===== src/design/psc_pkg.sv =====
package psc_pkg;

    // default path length limit
    localparam int PSC_MAX_PATH_BYTES = 4096;

    // dictionary shape
    localparam int PSC_EXACT      = 15;
    localparam int PSC_PATTERNS   = PSC_EXACT + 1;
    localparam int PSC_PREFIX_LEN = 12;
    localparam int PSC_NAME_W     = 13;

    // result field widths
    localparam int PSC_OFF_W = 12;
    localparam int PSC_LEN_W = 13;

    // special bytes
    localparam logic [7:0] CHAR_NUL    = 8'h00;
    localparam logic [7:0] CHAR_SLASH  = 8'h2F;
    localparam logic [7:0] CHAR_BSLASH = 8'h5C;

    typedef enum logic [1:0] {
        ST_NONE   = 2'd0,
        ST_MATCH  = 2'd1,
        ST_REJECT = 2'd2
    } t_status;

    typedef enum logic [2:0] {
        KIND_NONE    = 3'd0,
        KIND_C_BUILD = 3'd1,
        KIND_RUST    = 3'd2,
        KIND_NODE    = 3'd3,
        KIND_PYTHON  = 3'd4,
        KIND_GO      = 3'd5
    } t_kind;

    typedef logic [8*PSC_NAME_W-1:0] t_name;

    // prefix pattern, first char in the top byte
    localparam logic [8*PSC_PREFIX_LEN-1:0] PREFIX_TEXT = "cmake-build-";

    // exact names, right aligned, earlier entries win
    // underscores inside names are written as octal escapes
    localparam t_name NAME_TEXT [PSC_EXACT] = '{
        ".build", "build", "target", "registry", "node\137modules", ".next", ".turbo",
        "__pycache__", ".pytest\137cache", ".mypy\137cache", ".ruff\137cache", ".venv",
        "venv", "go-build", "gomodcache"
    };

    localparam logic [3:0] NAME_LEN [PSC_EXACT] = '{
        4'd6, 4'd5, 4'd6, 4'd8, 4'd12, 4'd5, 4'd6,
        4'd11, 4'd13, 4'd11, 4'd11, 4'd5, 4'd4,
        4'd8, 4'd10
    };

    localparam t_kind NAME_KIND [PSC_EXACT] = '{
        KIND_C_BUILD, KIND_C_BUILD, KIND_RUST, KIND_RUST, KIND_NODE, KIND_NODE, KIND_NODE,
        KIND_PYTHON, KIND_PYTHON, KIND_PYTHON, KIND_PYTHON, KIND_PYTHON, KIND_PYTHON,
        KIND_GO, KIND_GO
    };

    // char p of exact name k, zero past its end
    function automatic logic [7:0] name_char(input int k, input logic [3:0] p);
        t_name t;
        t = NAME_TEXT[k] << ((PSC_NAME_W - int'(NAME_LEN[k])) * 8);
        if (p >= NAME_LEN[k]) begin
            return 8'h00;
        end
        return t[8*PSC_NAME_W-1 - 8*int'(p) -: 8];
    endfunction

    // char p of the prefix, zero past its end
    function automatic logic [7:0] prefix_char(input logic [3:0] p);
        if (int'(p) >= PSC_PREFIX_LEN) begin
            return 8'h00;
        end
        return PREFIX_TEXT[8*PSC_PREFIX_LEN-1 - 8*int'(p) -: 8];
    endfunction

    // kind of a closed segment from its live patterns and length
    function automatic t_kind classify(input logic [PSC_PATTERNS-1:0] alive,
                                       input logic [3:0] len_lo,
                                       input logic len_ge_prefix,
                                       input logic len_lt16);
        t_kind kind;
        kind = KIND_NONE;
        if (alive[0] && len_ge_prefix) begin
            kind = KIND_C_BUILD;
        end else begin
            for (int k = PSC_EXACT - 1; k >= 0; k--) begin
                if (alive[k+1] && len_lt16 && len_lo == NAME_LEN[k]) begin
                    kind = NAME_KIND[k];
                end
            end
        end
        return kind;
    endfunction

endpackage


===== src/design/psc_in_if.sv =====
interface psc_in_if;
    logic       valid;
    logic       ready;
    logic [7:0] path_byte;
    logic       last_byte;

    modport source (output valid, output path_byte, output last_byte, input ready);
    modport sink   (input valid, input path_byte, input last_byte, output ready);
endinterface


===== src/design/psc_out_if.sv =====
interface psc_out_if;
    logic        valid;
    logic        ready;
    logic [1:0]  status;
    logic [2:0]  kind;
    logic [11:0] seg_off;
    logic [12:0] seg_len;

    modport source (output valid, output status, output kind, output seg_off,
                    output seg_len, input ready);
    modport sink   (input valid, input status, input kind, input seg_off,
                    input seg_len, output ready);
endinterface


===== src/design/psc_match.sv =====
module psc_match
    import psc_pkg::*;
(
    input  logic [7:0]              i_byte,
    input  logic [3:0]              i_pidx,
    input  logic                    i_pidx_ok,
    input  logic [PSC_PATTERNS-1:0] i_alive,
    output logic [PSC_PATTERNS-1:0] o_alive
);

    // prefix only checks its first twelve chars, longer segments keep it
    always_comb begin
        o_alive[0] = i_alive[0];
        if (i_pidx_ok && int'(i_pidx) < PSC_PREFIX_LEN && i_byte != prefix_char(i_pidx)) begin
            o_alive[0] = 1'b0;
        end
    end

    // exact names die past their length or on a mismatch
    always_comb begin
        for (int k = 0; k < PSC_EXACT; k++) begin
            o_alive[k+1] = i_alive[k+1] && i_pidx_ok && (i_pidx < NAME_LEN[k])
                           && (i_byte == name_char(k, i_pidx));
        end
    end

endmodule


===== src/design/path_segment_cache_classifier.sv =====
// channel   | dir | payload                                          | handshake
// i_path    | in  | path_byte[7:0], last_byte                        | valid/ready
// o_result  | out | status[1:0], kind[2:0], seg_off[11:0],           | valid/ready
//           |     | seg_len[12:0]                                    |
//
// one byte per cycle sustained; a byte is registered on acceptance and classified from the
// input register, and a result word is registered when its last byte is classified.
// the per-pattern match bits and segment length update in one pass per byte.
// reset is synchronous active low and returns to an empty path.
// a stalled result word only stalls the input when a further last byte reaches the
// processing register; ordinary bytes keep flowing.
module path_segment_cache_classifier
    import psc_pkg::*;
#(
    parameter int MAX_PATH_BYTES = PSC_MAX_PATH_BYTES
) (
    input  logic            i_clk,
    input  logic            i_rst_n,
    psc_in_if.sink          i_path,
    psc_out_if.source       o_result
);

    localparam int PW = $clog2(MAX_PATH_BYTES + 1);
    localparam int LW = (PW > PSC_LEN_W) ? PW : PSC_LEN_W;
    localparam logic [PW-1:0] POS_MAX = PW'(MAX_PATH_BYTES);

    // input register
    logic       r_in_valid;
    logic [7:0] r_byte;
    logic       r_last;

    // path state
    logic [PW-1:0]           r_pos, n_pos;
    logic [PW-1:0]           r_seg_start, n_seg_start;
    logic [PSC_PATTERNS-1:0] r_alive, n_alive;
    logic                    r_matched, n_matched;
    logic                    r_rejected, n_rejected;
    t_kind                   r_kind, n_kind;
    logic [PSC_OFF_W-1:0]    r_off, n_off;
    logic [PSC_LEN_W-1:0]    r_len, n_len;

    // output register
    logic                 r_out_valid;
    t_status              r_out_status;
    t_kind                r_out_kind;
    logic [PSC_OFF_W-1:0] r_out_off;
    logic [PSC_LEN_W-1:0] r_out_len;

    logic                    advance;
    logic                    active;
    logic                    over;
    logic                    is_slash;
    logic                    is_bad;
    logic [PW-1:0]           len_cur;
    logic [PW-1:0]           close_len;
    logic [PSC_PATTERNS-1:0] alive_adv;
    logic [PSC_PATTERNS-1:0] close_alive;
    logic                    do_close;
    t_kind                   close_kind;
    logic                    hit;
    logic [LW-1:0]           wide_start;
    logic [LW-1:0]           wide_len;

    // handshake
    assign advance        = r_in_valid && (!r_last || !r_out_valid || o_result.ready);
    assign i_path.ready   = !r_in_valid || advance;

    always_ff @(posedge i_clk) begin
        if (!i_rst_n) begin
            r_in_valid <= 1'b0;
        end else if (i_path.valid && i_path.ready) begin
            r_in_valid <= 1'b1;
        end else if (advance) begin
            r_in_valid <= 1'b0;
        end
    end

    always_ff @(posedge i_clk) begin
        if (i_path.valid && i_path.ready) begin
            r_byte <= i_path.path_byte;
            r_last <= i_path.last_byte;
        end
    end

    // byte decode
    assign active   = !r_matched && !r_rejected;
    assign over     = r_pos >= POS_MAX;
    assign is_slash = r_byte == CHAR_SLASH;
    assign is_bad   = r_byte == CHAR_NUL || r_byte == CHAR_BSLASH;
    assign len_cur  = r_pos - r_seg_start;

    // pattern advance
    psc_match u_match (
        .i_byte    (r_byte),
        .i_pidx    (len_cur[3:0]),
        .i_pidx_ok (len_cur < PW'(16)),
        .i_alive   (r_alive),
        .o_alive   (alive_adv)
    );

    // segment close at a slash or at the end of the path
    assign close_alive = is_slash ? r_alive : alive_adv;
    assign close_len   = is_slash ? len_cur : len_cur + PW'(1);
    assign do_close    = active && !over && !is_bad && (is_slash || r_last);
    assign close_kind  = classify(close_alive, close_len[3:0],
                                  close_len >= PW'(PSC_PREFIX_LEN), close_len < PW'(16));
    assign hit         = do_close && close_len != '0 && close_kind != KIND_NONE;
    assign wide_start  = LW'(r_seg_start);
    assign wide_len    = LW'(close_len);

    // next path state
    always_comb begin
        n_pos       = (r_pos < POS_MAX) ? r_pos + PW'(1) : r_pos;
        n_seg_start = r_seg_start;
        n_alive     = r_alive;
        n_matched   = r_matched;
        n_rejected  = r_rejected;
        n_kind      = r_kind;
        n_off       = r_off;
        n_len       = r_len;
        if (active) begin
            if (over || is_bad) begin
                n_rejected = 1'b1;
            end else if (hit) begin
                n_matched = 1'b1;
                n_kind    = close_kind;
                n_off     = wide_start[PSC_OFF_W-1:0];
                n_len     = wide_len[PSC_LEN_W-1:0];
            end else if (is_slash) begin
                n_seg_start = r_pos + PW'(1);
                n_alive     = '1;
            end else begin
                n_alive = alive_adv;
            end
        end
    end

    always_ff @(posedge i_clk) begin
        if (!i_rst_n) begin
            r_pos       <= '0;
            r_seg_start <= '0;
            r_alive     <= '1;
            r_matched   <= 1'b0;
            r_rejected  <= 1'b0;
        end else if (advance && r_last) begin
            r_pos       <= '0;
            r_seg_start <= '0;
            r_alive     <= '1;
            r_matched   <= 1'b0;
            r_rejected  <= 1'b0;
        end else if (advance) begin
            r_pos       <= n_pos;
            r_seg_start <= n_seg_start;
            r_alive     <= n_alive;
            r_matched   <= n_matched;
            r_rejected  <= n_rejected;
        end
    end

    always_ff @(posedge i_clk) begin
        if (advance) begin
            r_kind <= n_kind;
            r_off  <= n_off;
            r_len  <= n_len;
        end
    end

    // result word
    always_ff @(posedge i_clk) begin
        if (!i_rst_n) begin
            r_out_valid <= 1'b0;
        end else if (advance && r_last) begin
            r_out_valid <= 1'b1;
        end else if (o_result.ready) begin
            r_out_valid <= 1'b0;
        end
    end

    always_ff @(posedge i_clk) begin
        if (advance && r_last) begin
            if (n_matched) begin
                r_out_status <= ST_MATCH;
                r_out_kind   <= n_kind;
                r_out_off    <= n_off;
                r_out_len    <= n_len;
            end else begin
                r_out_status <= n_rejected ? ST_REJECT : ST_NONE;
                r_out_kind   <= KIND_NONE;
                r_out_off    <= '0;
                r_out_len    <= '0;
            end
        end
    end

    assign o_result.valid   = r_out_valid;
    assign o_result.status  = r_out_status;
    assign o_result.kind    = r_out_kind;
    assign o_result.seg_off = r_out_off;
    assign o_result.seg_len = r_out_len;

`ifndef SYNTHESIS
    // a match never coexists with a reject
    a_match_xor_reject: assert property (@(posedge i_clk) disable iff (!i_rst_n)
        !(r_matched && r_rejected))
        else $error("path both matched and rejected");

    // a matched result always carries a kind and a nonempty segment
    a_match_has_kind: assert property (@(posedge i_clk) disable iff (!i_rst_n)
        r_out_valid && r_out_status == ST_MATCH |-> r_out_kind != KIND_NONE && r_out_len != '0)
        else $error("match result without kind or length");

    // unmatched results carry zero fields
    a_nomatch_zero: assert property (@(posedge i_clk) disable iff (!i_rst_n)
        r_out_valid && r_out_status != ST_MATCH
            |-> r_out_kind == KIND_NONE && r_out_off == '0 && r_out_len == '0)
        else $error("unmatched result with nonzero fields");

    // the end of a path returns to an empty path
    a_path_restart: assert property (@(posedge i_clk) disable iff (!i_rst_n)
        advance && r_last |=> r_pos == '0 && r_alive == '1 && r_out_valid)
        else $error("path state not restarted after last byte");
`endif

endmodule


===== src/flat_wrapper.sv =====
// flat-port wrapper written by rule: the top's interface ports become plain ports
module path_segment_cache_classifier_flat import psc_pkg::*;
#(
    parameter int MAX_PATH_BYTES = PSC_MAX_PATH_BYTES
)
  (i_clk, i_rst_n, i_path_valid, i_path_path_byte, i_path_last_byte, i_path_ready, o_result_valid, o_result_status, o_result_kind, o_result_seg_off, o_result_seg_len, o_result_ready);
  psc_in_if i_path_i ();
  psc_out_if o_result_i ();
  input  logic i_clk;
  input  logic i_rst_n;
  input wire logic [$bits(i_path_i.valid)-1:0] i_path_valid;
  input wire logic [$bits(i_path_i.path_byte)-1:0] i_path_path_byte;
  input wire logic [$bits(i_path_i.last_byte)-1:0] i_path_last_byte;
  output wire logic [$bits(i_path_i.ready)-1:0] i_path_ready;
  output wire logic [$bits(o_result_i.valid)-1:0] o_result_valid;
  output wire logic [$bits(o_result_i.status)-1:0] o_result_status;
  output wire logic [$bits(o_result_i.kind)-1:0] o_result_kind;
  output wire logic [$bits(o_result_i.seg_off)-1:0] o_result_seg_off;
  output wire logic [$bits(o_result_i.seg_len)-1:0] o_result_seg_len;
  input wire logic [$bits(o_result_i.ready)-1:0] o_result_ready;
  assign i_path_i.valid = i_path_valid;
  assign i_path_i.path_byte = i_path_path_byte;
  assign i_path_i.last_byte = i_path_last_byte;
  assign i_path_ready = i_path_i.ready;
  assign o_result_valid = o_result_i.valid;
  assign o_result_status = o_result_i.status;
  assign o_result_kind = o_result_i.kind;
  assign o_result_seg_off = o_result_i.seg_off;
  assign o_result_seg_len = o_result_i.seg_len;
  assign o_result_i.ready = o_result_ready;
  path_segment_cache_classifier #(.MAX_PATH_BYTES(MAX_PATH_BYTES)) u_core (.i_clk(i_clk), .i_rst_n(i_rst_n), .i_path(i_path_i), .o_result(o_result_i));
endmodule

===== config.mk =====
export PLATFORM = sky130hd
export DESIGN_NAME = path_segment_cache_classifier_flat
export DESIGN_NICKNAME = d
export VERILOG_FILES = /design/src/design/psc_pkg.sv /design/src/design/psc_in_if.sv /design/src/design/psc_out_if.sv /design/src/design/psc_match.sv /design/src/design/path_segment_cache_classifier.sv /design/src/flat_wrapper.sv
export SDC_FILE = /design/constraint.sdc
export NUM_CORES = 1
export LEC_CHECK = 0
export ABC_AREA = 1
export BUFFER_PORTS_ARGS = -buffer_cell sky130_fd_sc_hd__buf_4
export CAP_MARGIN = 40
export CORE_MARGIN = 10
export CORE_UTILIZATION = 37
export DETAILED_ROUTE_END_ITERATION = 8
export HOLD_SLACK_MARGIN = 0.06
export PLACE_DENSITY = 0.51
export SLEW_MARGIN = 20
export SYNTH_ARGS = -nofsm -noshare
export SYNTH_HDL_FRONTEND = slang
export SYNTH_SLANG_ARGS = --single-unit

===== constraint.sdc =====
create_clock -name i_clk -period 7.7 [get_ports i_clk]
set_clock_uncertainty 0.2 [all_clocks]
set_input_delay 1.925 -clock i_clk [delete_from_list [all_inputs] [get_ports i_clk]]
set_output_delay 1.925 -clock i_clk [all_outputs]
set_load 0.03 [all_outputs]

## Word-level counts from Yosys, hierarchy flattened

Index checks and enable logic that the tools add are counted.

- Logic and storage cells: 271
- Flip-flop bits (word level): 113

- Muxes and demuxes: 73
- Bitwise gates (word level): 3
- Reduce and logical (&&, ||, !) cells: 109
- Add/sub/neg operators: 5
- Magnitude comparators: 23
- Shift operators: 16
- Equal/unequal tests: 26

Operators with widths:

| cell | number |
|---|---|
| 111-bit by 8-bit indexed part select with 8-bit output, first input constant | 15 |
| 8-bit 2-to-1 mux | 25 |
| 8-bit equality test | 15 |
| 103-bit by 8-bit indexed part select with 8-bit output, first input constant | 1 |
| 1-bit logical AND | 87 |
| 3-bit 2-to-1 mux | 19 |
| 13-bit 2-to-1 mux | 4 |
| 12-bit 2-to-1 mux | 3 |
| 16-bit 2-to-1 mux | 2 |
| 13-bit by 1-bit adder with 13-bit output, second input constant | 2 |
| 13-bit by 5-bit less-than comparator with 1-bit output, second input constant | 2 |
| 4-bit greater-or-equal comparator, second input constant | 6 |
| 4-bit less-than comparator, second input constant | 6 |
| 4-bit equality test, second input constant | 5 |
| 1-bit 2-to-1 mux | 19 |
| 7-bit by 7-bit subtractor with 8-bit output, first input constant | 2 |
| 13-bit greater-or-equal comparator, second input constant | 1 |
| 13-bit by 4-bit greater-or-equal comparator with 1-bit output, second input constant | 1 |
| 13-bit less-than comparator, second input constant | 1 |
| 13-bit nonzero test | 1 |
| 13-bit subtractor | 1 |
| 4-bit by 3-bit equality test with 1-bit output, second input constant | 3 |
| 4-bit by 3-bit greater-or-equal comparator with 1-bit output, second input constant | 3 |
| 4-bit by 3-bit less-than comparator with 1-bit output, second input constant | 3 |
| other kinds (14) | 28 |

## Logic depth before layout (Yosys ltp)

Gate-level depths: netlist (run 1).

- Depth after elaboration: 31
- Depth in mapped cells: 38

## Modules after synthesis

Synthesis (run 1) repeated with hierarchy kept, for this count alone.

- Cells, all modules: 1,538
- Area total of the unflattened synthesis: 9,751.9 µm²

By module, submodules not included:

| module | cells an instance | sequential area each (µm²) | area each (µm²) | instances |
|---|---|---|---|---|
| path_segment_cache_classifier | 808 | 2,932.8 | 6,341.1 | 1 |
| psc_match | 730 | 0.0 | 3,410.8 | 1 |

## Least setup slack after synthesis (run 1)

OpenSTA, ideal clock, no wires.

- Kind: input-to-reg
- From: input port o_result_ready
- To: register u_core.r_out_kind[0] (netlist: u_core.o_result.kind[0]), enable pin
- Setup time: 0.385 ns
- Data arrival time: 4.379 ns
- Stages: 4
- Path slack: 2.736 ns
- Cells stage by stage: nor2_1 -> a21oi_1 -> nand2_1 -> inv_1

- Cells in the longest elaborated chain, start to end: 3

Ends and longest elaborated chain:

| item | RTL line | RTL |
|---|---|---|
| start: declaration | flat_wrapper.sv:20 | `input wire logic [$bits(o_result_i.ready)-1:0] o_result_ready;` |
| 1-bit logical OR | path_segment_cache_classifier.sv:65 | `assign advance = r_in_valid && (!r_last \|\| !r_out_valid \|\| o_result.ready);` |
| 1-bit logical AND | path_segment_cache_classifier.sv:65 |  |
| named net u_core.advance | path_segment_cache_classifier.sv:49 | `logic advance;` |
| 1-bit logical AND | path_segment_cache_classifier.sv:180 | `if (advance && r_last) begin` |
| end signal: assignment | path_segment_cache_classifier.sv:183 | `r_out_kind <= n_kind;` |
| end: declaration | path_segment_cache_classifier.sv:45 | `t_kind r_out_kind;` |

The timed path passes the listed nets, and every way through them passes these cells.
A chain may end at the register's enable or synchronous reset.

## Final worst setup path (run 1)

- From: register u_core.r_pos[0]
- To: register u_core.r_out_kind[0] (netlist: u_core.o_result.kind[0]), data pin

- Cells in the longest elaborated chain, start to end: 30

Ends and longest elaborated chain:

| item | RTL line | RTL |
|---|---|---|
| start: declaration | path_segment_cache_classifier.sv:33 | `logic [PW-1:0] r_pos, n_pos;` |
| start signal: assignment | path_segment_cache_classifier.sv:152 | `r_pos <= n_pos;` |
| 13-bit subtractor | path_segment_cache_classifier.sv:90 | `assign len_cur = r_pos - r_seg_start;` |
| 7-bit by 7-bit subtractor with 8-bit output / 4-bit greater-or-equal comparator (equally long branches) | psc_pkg.sv:68, psc_pkg.sv:65 |  |
| 111-bit by 8-bit indexed part select with 8-bit output / 1-bit 2-to-1 mux (equally long branches) | psc_pkg.sv:68, psc_pkg.sv:65 |  |
| 8-bit 2-to-1 mux | psc_pkg.sv:68 | `return t[8*PSC_NAME_W-1 - 8*int'(p) -: 8];` |
| 8-bit equality test | psc_match.sv:23 | `&& (i_byte == name_char(k, i_pidx));` |
| 1-bit logical AND | psc_match.sv:23 |  |
| 16-bit 2-to-1 mux | path_segment_cache_classifier.sv:102 | `assign close_alive = is_slash ? r_alive : alive_adv;` |
| 1-bit logical AND (2 in a row) | psc_pkg.sv:90 | `if (alive[k+1] && len_lt16 && len_lo == NAME_LEN[k]) begin` |
| 3-bit 2-to-1 mux (15 in a row) | psc_pkg.sv:90 |  |
| 3-bit 2-to-1 mux | psc_pkg.sv:86 | `if (alive[0] && len_ge_prefix) begin` |
| 3-bit nonzero test | path_segment_cache_classifier.sv:107 | `assign hit = do_close && close_len != '0 && close_kind != KIND_NONE;` |
| 1-bit logical AND | path_segment_cache_classifier.sv:107 |  |
| 3-bit 2-to-1 mux / 1-bit 2-to-1 mux (equally long branches) | path_segment_cache_classifier.sv:124 | `end else if (hit) begin` |
| 3-bit 2-to-1 mux / 1-bit 2-to-1 mux (equally long branches) | path_segment_cache_classifier.sv:122 | `if (over \|\| is_bad) begin` |
| 3-bit 2-to-1 mux / 1-bit 2-to-1 mux (equally long branches) | path_segment_cache_classifier.sv:121 | `if (active) begin` |

Parallel ways exist; a longest one is shown, timed or not.

==> results of run 1 <==
## layout make-up
cell class,instances,area [µm²],share of cell area [%]
Clock buffer,20,447,4.14
Clock inverter,12,110,1.02
Inverter,213,802,7.43
Multi-Input combinational cell,1185,5660,52.4
Sequential cell,113,2930,27.2
Tap cell,335,419,3.88
Timing Repair Buffer,57,428,3.96
## routing by layer
layer | part of all wire (%) | track usage (%)
met1 | 46 | 27.9
met2 | 45 | 32.7
met3 | 6.4 | 3.12
met4 | 2.3 | 6.67
met5 | 0 | 0
## through the flow
| stage | hold slack, ps | util [%] |
|---|---|---|
| finish | 278 | 41.7 |
| global route | 289 | 41.7 |
| CTS | 278 | 41.7 |
| detailed placement | 259 | 39.5 |
| global placement | 254 | 39.5 |
| floorplan | 234 | - |
## registers in the layout, indices dropped and copies added, names as in the netlist
| signal | flops |
|---|---|
| u_core.r_rejected | 1 |
| u_core.o_result.seg_off | 12 |
| u_core.o_result.seg_len | 13 |
| u_core.r_byte | 8 |
| u_core.r_alive | 16 |
| u_core.o_result.valid | 1 |
| u_core.o_result.status | 2 |
| u_core.o_result.kind | 3 |
| u_core.r_in_valid | 1 |
| u_core.r_kind | 3 |
| u_core.r_matched | 1 |
| u_core.r_last | 1 |
| u_core.r_pos | 13 |
| u_core.r_len | 13 |
| u_core.r_off | 12 |
| u_core.r_seg_start | 13 |
## worst paths after layout
path                          start                       to  slack, ps  depth (start not counted)
setup / recovery    u_core.r_pos[0]  u_core.o_result.kind[0]       1390                         32
hold / removal    u_core.r_alive[7]        u_core.r_alive[7]        280                          2
setup reg to reg    u_core.r_pos[0]  u_core.o_result.kind[0]       1390                         32
hold reg to reg   u_core.r_alive[7]        u_core.r_alive[7]        280                          2
## report_power, final
part | internal [W] | switching, W
Combinational | 0.000263 | 0.000654
Clock | 0.000453 | 0.000307
Sequential | 0.000686 | 0.0000272
## kinds of logic after synthesis
| group | share of synthesized area [%] |
|---|---|
| and+or+nand+nor | 43.5 |
| buffers and inverters | 11.4 |
| AOI/OAI and AO/OA | 7.61 |
| DFF | 30.3 |
| xor gates and xnor gates | 4.07 |
| adders and majority gates | 3.10 |
## worst reg2reg max path, delay by kind of cell (launching register included)
kind	cells	cell delay, ps
AO/OA/AOI/OAI	1	110
adder cells (fa/ha/maj)	2	570
buffers and inverters	5	820
flip-flops	1	360
AND/OR/NAND/NOR	24	4020
## cells in the mapped netlist (2+ instances only)
| master | number | area share [%] |
|---|---|---|
| a211oi_1 | 2 | 0.15 |
| a21boi_0 | 2 | 0.15 |
| a21oi_1 | 39 | 2.0 |
| a21oi_2 | 2 | 0.18 |
| a31oi_1 | 2 | 0.13 |
| buf_1 | 8 | 0.31 |
| buf_2 | 22 | 1.1 |
| buf_4 | 9 | 0.70 |
| buf_6 | 3 | 0.35 |
| clkbuf_1 | 16 | 0.62 |
| dfxtp_1 | 46 | 9.5 |
| edfxtp_1 | 67 | 21 |
| ha_1 | 24 | 3.1 |
| inv_1 | 203 | 7.9 |
| inv_2 | 9 | 0.35 |
| nand2_1 | 490 | 19 |
| nand2_2 | 12 | 0.77 |
| nand2_4 | 3 | 0.35 |
| nand3_1 | 194 | 10 |
| nand3_2 | 3 | 0.31 |
| nand3b_1 | 3 | 0.23 |
| nand4_1 | 48 | 3.1 |
| nor2_1 | 197 | 7.6 |
| nor2_2 | 4 | 0.26 |
| nor3_1 | 19 | 0.98 |
| o2111ai_1 | 2 | 0.18 |
| o211ai_1 | 7 | 0.54 |
| o21ai_0 | 44 | 2.3 |
| o21ai_1 | 30 | 1.5 |
| o31ai_1 | 2 | 0.15 |
| xor2_1 | 44 | 4.0 |
==> results_dict.tcl, run 1 <==
set metrics [dict create \
    status "finished, final reports clean" \
    cp.required_ps 7660 \
    nets 1624 \
    drive_gt1_share_pct 8.06 \
    layout_common_cells "nand2_1 (490), inv_1 (203), nor2_1 (197)" \
    antenna_found_initial 0 \
    worst_skew_pair.late_latency_ps 420 \
    routed_wl_mm 34.8 \
    cellPowerDensity_nw_per_um2 221 \
    std_cell_rows 59 \
    fin_crit_sh_pct 81.9 \
    cts_tree "done" \
    maxCapViolCount 0 \
    final_cells 1935 \
    critical-path-top-delay-family "simple AND/OR/NAND/NOR gates" \
    slew-limit-headroom_pct 43.6 \
    critPathKind "reg -> reg" \
    start_util_pct 37.4 \
    post-route-drc-count 0 \
    fillers 2844 \
    finalPower_w 0.00239 \
    synth_cell_types 45 \
    dp_hpwl_mm 26.4 \
    cts_setup_buffers 0 \
    clock-sinks 113 \
    cts_hold_repair.buffers 0 \
    cp_common_cell "nand2_1" \
    cts-resized-gates 0 \
    syn_area_per_cell_um2 6.17 \
    tightest_slew_ps 845 \
    firstDrtPassIters 6 \
    path_max_fanout 55 \
    dpl-instance-area_um2 10200 \
    fmax_mhz 159 \
    finalInstanceArea_um2 10800 \
    leakage_nw 5.56 \
    crit_slowest_cell "nor2_2" \
    arrival_ps 6270 \
    num_vias 10222 \
    vias_per_cell 5.28 \
    synth-seq-cells 113 \
    overflow 0 \
    synth_nets 1607 \
    fp.dieW_um 182 \
    dp_cells 1903 \
    cp-start-kind "flop" \
    setup_tns_ps 0 \
    layout_min_cycle_time_ps 6310 \
    place_congestion 1.00 \
    peakVddDrop_mv 0.123 \
    grt_max_degree 56 \
    top_level_ports 45 \
    synthToLayoutAreaGrowth_pct 11.5 \
    htreeDepth 4 \
    fp.dieH_um 182 \
    finalSetupViolCount 0 \
    slowest_delay_ps 400 \
    clock_path_buffers 2 \
    critPathBufInv 5 \
    rsz0062_at_grt "no" \
    ys_warn_count 0 \
    min_path_type "reg -> reg" \
    crit_path_end_kind "flop" \
    cts_buffers 17 \
    grt_pass1_vias 9620 \
    synthArstFlopShare_pct 0 \
    finalWorstSetupSlack_ps 1390 \
    synthFlopType "edfxtp_1" \
    dp_slack_ps 1480 \
    final_common_cell "nand2_1" \
    avgRoutedWirePerCell_um 18.0 \
    antennaDiodeCount 0 \
    design.core.area_um2 25900 \
    drt_iter0_drc 884 \
    port_buffers 44 \
    syn_inst 1570 \
    track_usage_pct 20.6 \
    maxSlewViolCount 0 \
    synth_area_um2 9690 \
    die-area_um2 33100 \
    grt_pass1_wl_mm 54.5 \
    seq_area_frac_synth_pct 30.3 \
    clkTransAtPathRegs_ps 60 \
    cts-root-buf "clkbuf_16" \
    hold_viol 0 \
    synth_edf_count 67 \
    ant_nets 0 \
]
(Power assumes the default switching activity.)
==> run 2: changes to the inputs <==
ABC_AREA = 0   (was 1)
PLACE_DENSITY = 0.5   (was 0.51)
clock period = 6.12 ns   (was 7.7 ns; I/O delays follow)
==> results_dict.tcl, run 2 <==
set metrics [dict create \
    ys_warn_count 0 \
    post_synth_most_frequent_cells "nand2_1 (127), nor2_1 (119), clkbuf_1 (69), a21oi_1 (67), edfxtp_1 (67)" \
    synthArstFlopShare_pct 0 \
    rrSetupSlack_ps 250 \
    synthFlopType "edfxtp_1" \
    top_level_ports 45 \
    status "finished, final reports clean" \
    synth-seq-cells 113 \
    finalInstanceArea_um2 12400 \
    seq_area_frac_synth_pct 27.6 \
    cts_tree "done" \
    grt_max_degree 55 \
    synth_nets 1346 \
    peakVddDrop_mv 0.141 \
    start_util_pct 37.8 \
    clock_path_buffers 2 \
    hold_start "u_core.r_seg_start[7]" \
    largest_register_ffs 16 \
    clock-sinks 113 \
    syn_area_per_cell_um2 8.12 \
    holdPathEnd "u_core.r_seg_start[7]" \
    maxSlewViolCount 0 \
    fmax_mhz 170 \
    cts_buffers 17 \
    die-area_um2 35900 \
    nets 1419 \
    fin_crit_sh_pct 96.0 \
    hold_viol 0 \
    worst_skew_pair.late_latency_ps 410 \
    finalSetupViolCount 0 \
    synth_edf_count 67 \
    fp.dieH_um 189 \
    drt_iter0_drc 1495 \
    leakage_nw 4.88 \
    design.core.area_um2 28100 \
    grt_pass1_vias 10651 \
    crit_path_end_kind "flop" \
    synth_area_um2 10600 \
    place_congestion 0.996 \
    ant_nets 0 \
    fp.dieW_um 189 \
    setup_tns_ps 0 \
    largest_register "u_core.r_alive" \
    synthToLayoutAreaGrowth_pct 17.1 \
    avgRoutedWirePerCell_um 25.4 \
    synth_cell_types 103 \
    crit_path_cell_trace "inv_1, ha_1, nor2b_4, nor3_1, nor2_1, ha_1, buf_4, nor2b_2, a21oi_1, buf_4, nor2_1, nor4_1, a2111oi_1, nand4_1, o311a_1, a41o_1, nand3_4, buf_12, mux2_2" \
    layout_common_cells "buf_4 (151), nand2_1 (127), nor2_1 (119)" \
    antenna_found_initial 0 \
    yosysMostFrequentCell "nand2_1" \
    slowest_delay_ps 590 \
    cts-root-buf "clkbuf_16" \
    final_common_cell "buf_4" \
    firstDrtPassIters 6 \
    port_buffers 44 \
    crit_slowest_cell "a2111oi_1" \
    worstRegToRegCells 19 \
    maxCapViolCount 0 \
    r2r_start "u_core.r_seg_start[1]" \
    min_path_cells 2 \
    tightest_slew_ps 854 \
    yosys-top-cells-area "edfxtp_1 (19%), dfxtp_1 (8.7%), nand2_1 (4.5%), mux2i_1 (4.2%), nor2_1 (4.2%)" \
    drive_gt1_share_pct 18.1 \
    dp_hpwl_mm 34.1 \
    vias_per_cell 6.40 \
    min_path_type "reg -> reg" \
    syn_inst 1309 \
    std_cell_rows 61 \
    track_usage_pct 24.6 \
    htreeDepth 4 \
    cts_hold_repair.buffers 0 \
    layout_min_cycle_time_ps 5870 \
    antennaDiodeCount 0 \
    cp.required_ps 6070 \
    grt_pass1_wl_mm 68.2 \
    fillers 2910 \
    cp-start-kind "flop" \
    overflow 0 \
    arrival_ps 5830 \
    multi_input_area_um2 7100 \
    critPathKind "reg -> reg" \
    synth_top_area_cell "edfxtp_1" \
    dpl-instance-area_um2 11800 \
    synth_top_area_share_pct 18.9 \
    num_vias 11345 \
    register_area_um2 2930 \
    post-route-drc-count 0 \
    rsz0062_at_grt "no" \
    slew-limit-headroom_pct 42.7 \
    clkTransAtPathRegs_ps 50 \
    cellPowerDensity_nw_per_um2 209 \
    r2r-end "u_core.r_off[2]" \
    routed_wl_mm 45.0 \
    path_max_fanout 54 \
]
==> run 2: changes by cell type after synthesis, sizes merged, moves of 28 or more <==
cell	previous run	this run
nand3	198	54
nand2	506	127
mux2	0	32
nor2	202	121
mux2i	0	45
a21oi	41	69
xnor2	1	45
inv	213	36
clkbuf	17	70
==> run 2: how the worst max path moves through the flow <==
stage,start,endpoint,slack (ps),depth (start not counted)
floorplan,u_core.r_pos[0],u_core.r_len[2],400,24
global placement,u_core.r_seg_start[1],u_core.r_off[5],80,19
detailed placement,u_core.r_seg_start[1],u_core.r_off[2],150,19
CTS,u_core.r_seg_start[1],u_core.r_off[2],90,19
global route,u_core.r_pos[0],u_core.r_off[1],20,22
finish,u_core.r_seg_start[1],u_core.r_off[2],250,19
==> run 2: layout make-up <==
type	instances	share of cell area (%)
multi-input combinational	1056	57.0
inverter	38	1.15
tap	378	3.80
timing repair buffer	156	9.67
clock inverter	13	1.30
sequential	113	23.6
clock buffer	19	3.48
==> run 2: kinds of logic after synthesis <==
kind of cell / after synthesis / synth area share [%]
xor+xnor: 70 / 6.11
compound gates: 366 / 24.8
simple gates: 519 / 24.6
fa+ha+maj: 24 / 2.83
mux: 77 / 7.98
buf+inv: 140 / 6.04
flops: 113 / 27.6
==> run 2: critical path: cells and delay by family (launching register included) <==
family	cells	cell delay [ps]
AOI/OAI and AO/OA	4	1330
DFF	1	360
adders and majority gates	2	630
buffers and inverters	4	740
muxes	1	370
and+or+nand+nor	8	1940
==> run 2: where the power goes <==
group          leakage (nW)  switching (W)  internal [W]
Combinational          3.56       0.000466      0.000270
Clock                 0.291       0.000374      0.000641
Sequential             1.02      0.0000211      0.000834
==> run 2: stage by stage <==
step                instances  hold slack (ps)  utilization [%]  worst slack (ps)  total power (W)
global route             1773              317             44.3              16.7          0.00271
CTS                      1771              291             44.2              91.2          0.00260
detailed placement       1739              279             42.0               146          0.00158
finish                   1773              291             44.3               247          0.00261
floorplan                1309              247                -               398          0.00130
global placement         1737              262             42.0              76.8          0.00159
==> run 2: routing by layer <==
metal | global-route usage [%] | vias up | wire (µm)
li1 | - | 5094 | -
met1 | 35.3 | 5470 | 20400
met2 | 35.0 | 658 | 18700
met3 | 4.47 | 123 | 4010
met4 | 10.1 | 0 | 1910
met5 | 0 | - | 0
==> run 2: repair_timing <==
action                                  in CTS  in global routing
setup buffers                                0                  1
resized for setup                            0                  7
endpoints found under the setup margin       0                 37
==> run 3: changes to the inputs <==
SETUP_SLACK_MARGIN = 0.5   (was unset)
==> results_dict.tcl, run 3 (synthesis gave the netlist of run 2 again) <==
set metrics [dict create \
    dp_cells 1713 \
    finalSetupViolCount 0 \
    worst_skew_pair.late_latency_ps 410 \
    rsz0062_at_grt "no" \
    fp.dieH_um 189 \
    slowest_delay_ps 460 \
    vias_per_cell 6.37 \
    layout_common_cells "buf_4 (130), nand2_1 (121), nor2_1 (111)" \
    crit_path_cell_trace "inv_1, ha_1, nand2b_2, buf_4, a21boi_2, nor2_1, ha_1, buf_4, nor2b_4, a21oi_1, buf_4, nor2_1, buf_4, nor4_1, a2111oi_2, nand4_1, o311a_1, a41o_1, nand3_4, buf_16, mux2_2" \
    ant_nets 0 \
    dp_hpwl_mm 32.6 \
    num_vias 11177 \
    avgRoutedWirePerCell_um 25.0 \
    drive_gt1_share_pct 20.7 \
    largest_register "u_core.r_alive" \
    htreeDepth 4 \
    largest_register_ffs 16 \
    cts_buffers 17 \
    critPathBufInv 6 \
    cellPowerDensity_nw_per_um2 204 \
    track_usage_pct 23.6 \
    port_buffers 44 \
    grt_pass1_wl_mm 65.9 \
    drt_iter0_drc 1241 \
    crit_start "u_core.r_seg_start[1]" \
    clock-sinks 113 \
    worst_hold_slack_ps 295 \
    final_common_cell "buf_4" \
    hold_start "u_core.r_rejected" \
    antenna_found_initial 0 \
    final_cells 1755 \
    arrival_ps 5450 \
    antennaDiodeCount 0 \
    cts_hold_repair.buffers 0 \
    status "finished, final reports clean" \
    clkTransAtPathRegs_ps 50 \
    fp.dieW_um 189 \
    leakage_nw 4.79 \
    nets 1401 \
    die-area_um2 35900 \
    fmax_mhz 182 \
    hold_viol 0 \
    maxCapViolCount 0 \
    fin_crit_sh_pct 89.8 \
    r2r_start "u_core.r_seg_start[1]" \
    maxSlewViolCount 0 \
    post-route-drc-count 0 \
    top_level_ports 45 \
    firstDrtPassIters 8 \
    critical-path-top-delay-family "compound AO/OA/AOI/OAI gates" \
    std_cell_rows 61 \
    finalPower_w 0.00256 \
    grt_pass1_vias 10511 \
    cp_common_cell "buf_4" \
    crit_path_end_kind "flop" \
    design.core.area_um2 28100 \
    path_max_fanout 27 \
    cts_tree "done" \
    tightest_slew_ps 929 \
    cts-root-buf "clkbuf_16" \
    place_congestion 1.02 \
    clock_path_buffers 2 \
    slew-limit-headroom_pct 36.5 \
    synthToLayoutAreaGrowth_pct 18.5 \
    critPathKind "reg -> reg" \
    peakVddDrop_mv 0.139 \
    fillers 2870 \
    overflow 0 \
    cp.required_ps 6080 \
    cp-start-kind "flop" \
    routed_wl_mm 43.9 \
    grt_max_degree 54 \
    layout_min_cycle_time_ps 5490 \
    crit_slowest_cell "a2111oi_2" \
    postLayoutCoreUtil_pct 44.8 \
    setup_tns_ps 0 \
    min_path_type "reg -> reg" \
    start_util_pct 37.8 \
]
[run 3: cell types whose count changed in the layout (fill, tap and decap cells not counted), sizes merged]
cell and change:
buf -19, clkinvlp +2, bufinv -1, clkbuf +1
clkinv -1
[run 3: worst paths after layout]
check	end	slack, ps	cells past startpoint
max	u_core.r_off[2]	630	21
min	u_core.r_rejected	300	2
max reg2reg	u_core.r_off[2]	630	21
min reg2reg	u_core.r_rejected	300	2
[run 3: final cells by class]
type	instances	area (µm²)	area share, %
Multi-Input combinational cell	1056	7370	58.5
Clock buffer	19	433	3.44
Sequential cell	113	2930	23.3
Tap cell	378	473	3.76
Inverter	38	144	1.14
Timing Repair Buffer	138	1100	8.75
Clock inverter	13	138	1.09
[run 3: power by group]
| part | leakage [nW] | internal (W) | switching (W) |
|---|---|---|---|
| clock network | 0.274 | 0.000599 | 0.000364 |
| logic | 3.49 | 0.000272 | 0.000474 |
| registers | 1.02 | 0.000834 | 0.0000218 |
| total | 4.79 | 0.00170 | 0.000860 |
[run 3: worst register-to-register path, cell delays in order (launching register included)]
cell and delay [ps]:
dfxtp_1 380, inv_1 70, ha_1 400, nand2b_2 130, buf_4 230, a21boi_2 90
nor2_1 160, ha_1 200, buf_4 230, nor2b_4 350, a21oi_1 70, buf_4 190
nor2_1 160, buf_4 180, nor4_1 70, a2111oi_2 460, nand4_1 230, o311a_1 390
a41o_1 280, nand3_4 190, buf_16 210, mux2_2 360
[run 3: per-stage QoR]
stage                     instance area [µm²]  setup WS [ps]
final                                   12600            627
after detailed placement                11600            198
after global routing                    12600            366
after global placement                  11600            167
after CTS                               12300            502
after floorplan                         10600            510
[run 3: repair_timing]
action,4_1_cts,5_1_grt
gates resized for setup,18,58
setup buffers,0,9
cloned,0,1
setup endpoints to repair,83,84
pin swaps,0,7
[run 3: layer usage]
metal	GRT usage, %	wire (µm)	up-vias	share of wire (%)
met2	34.7	18500	628	42
met5	0	0	-	0
met3	5.38	3930	133	9.0
met1	32.7	19700	5334	45
li1	-	-	5082	-
met4	9.04	1740	0	4.0
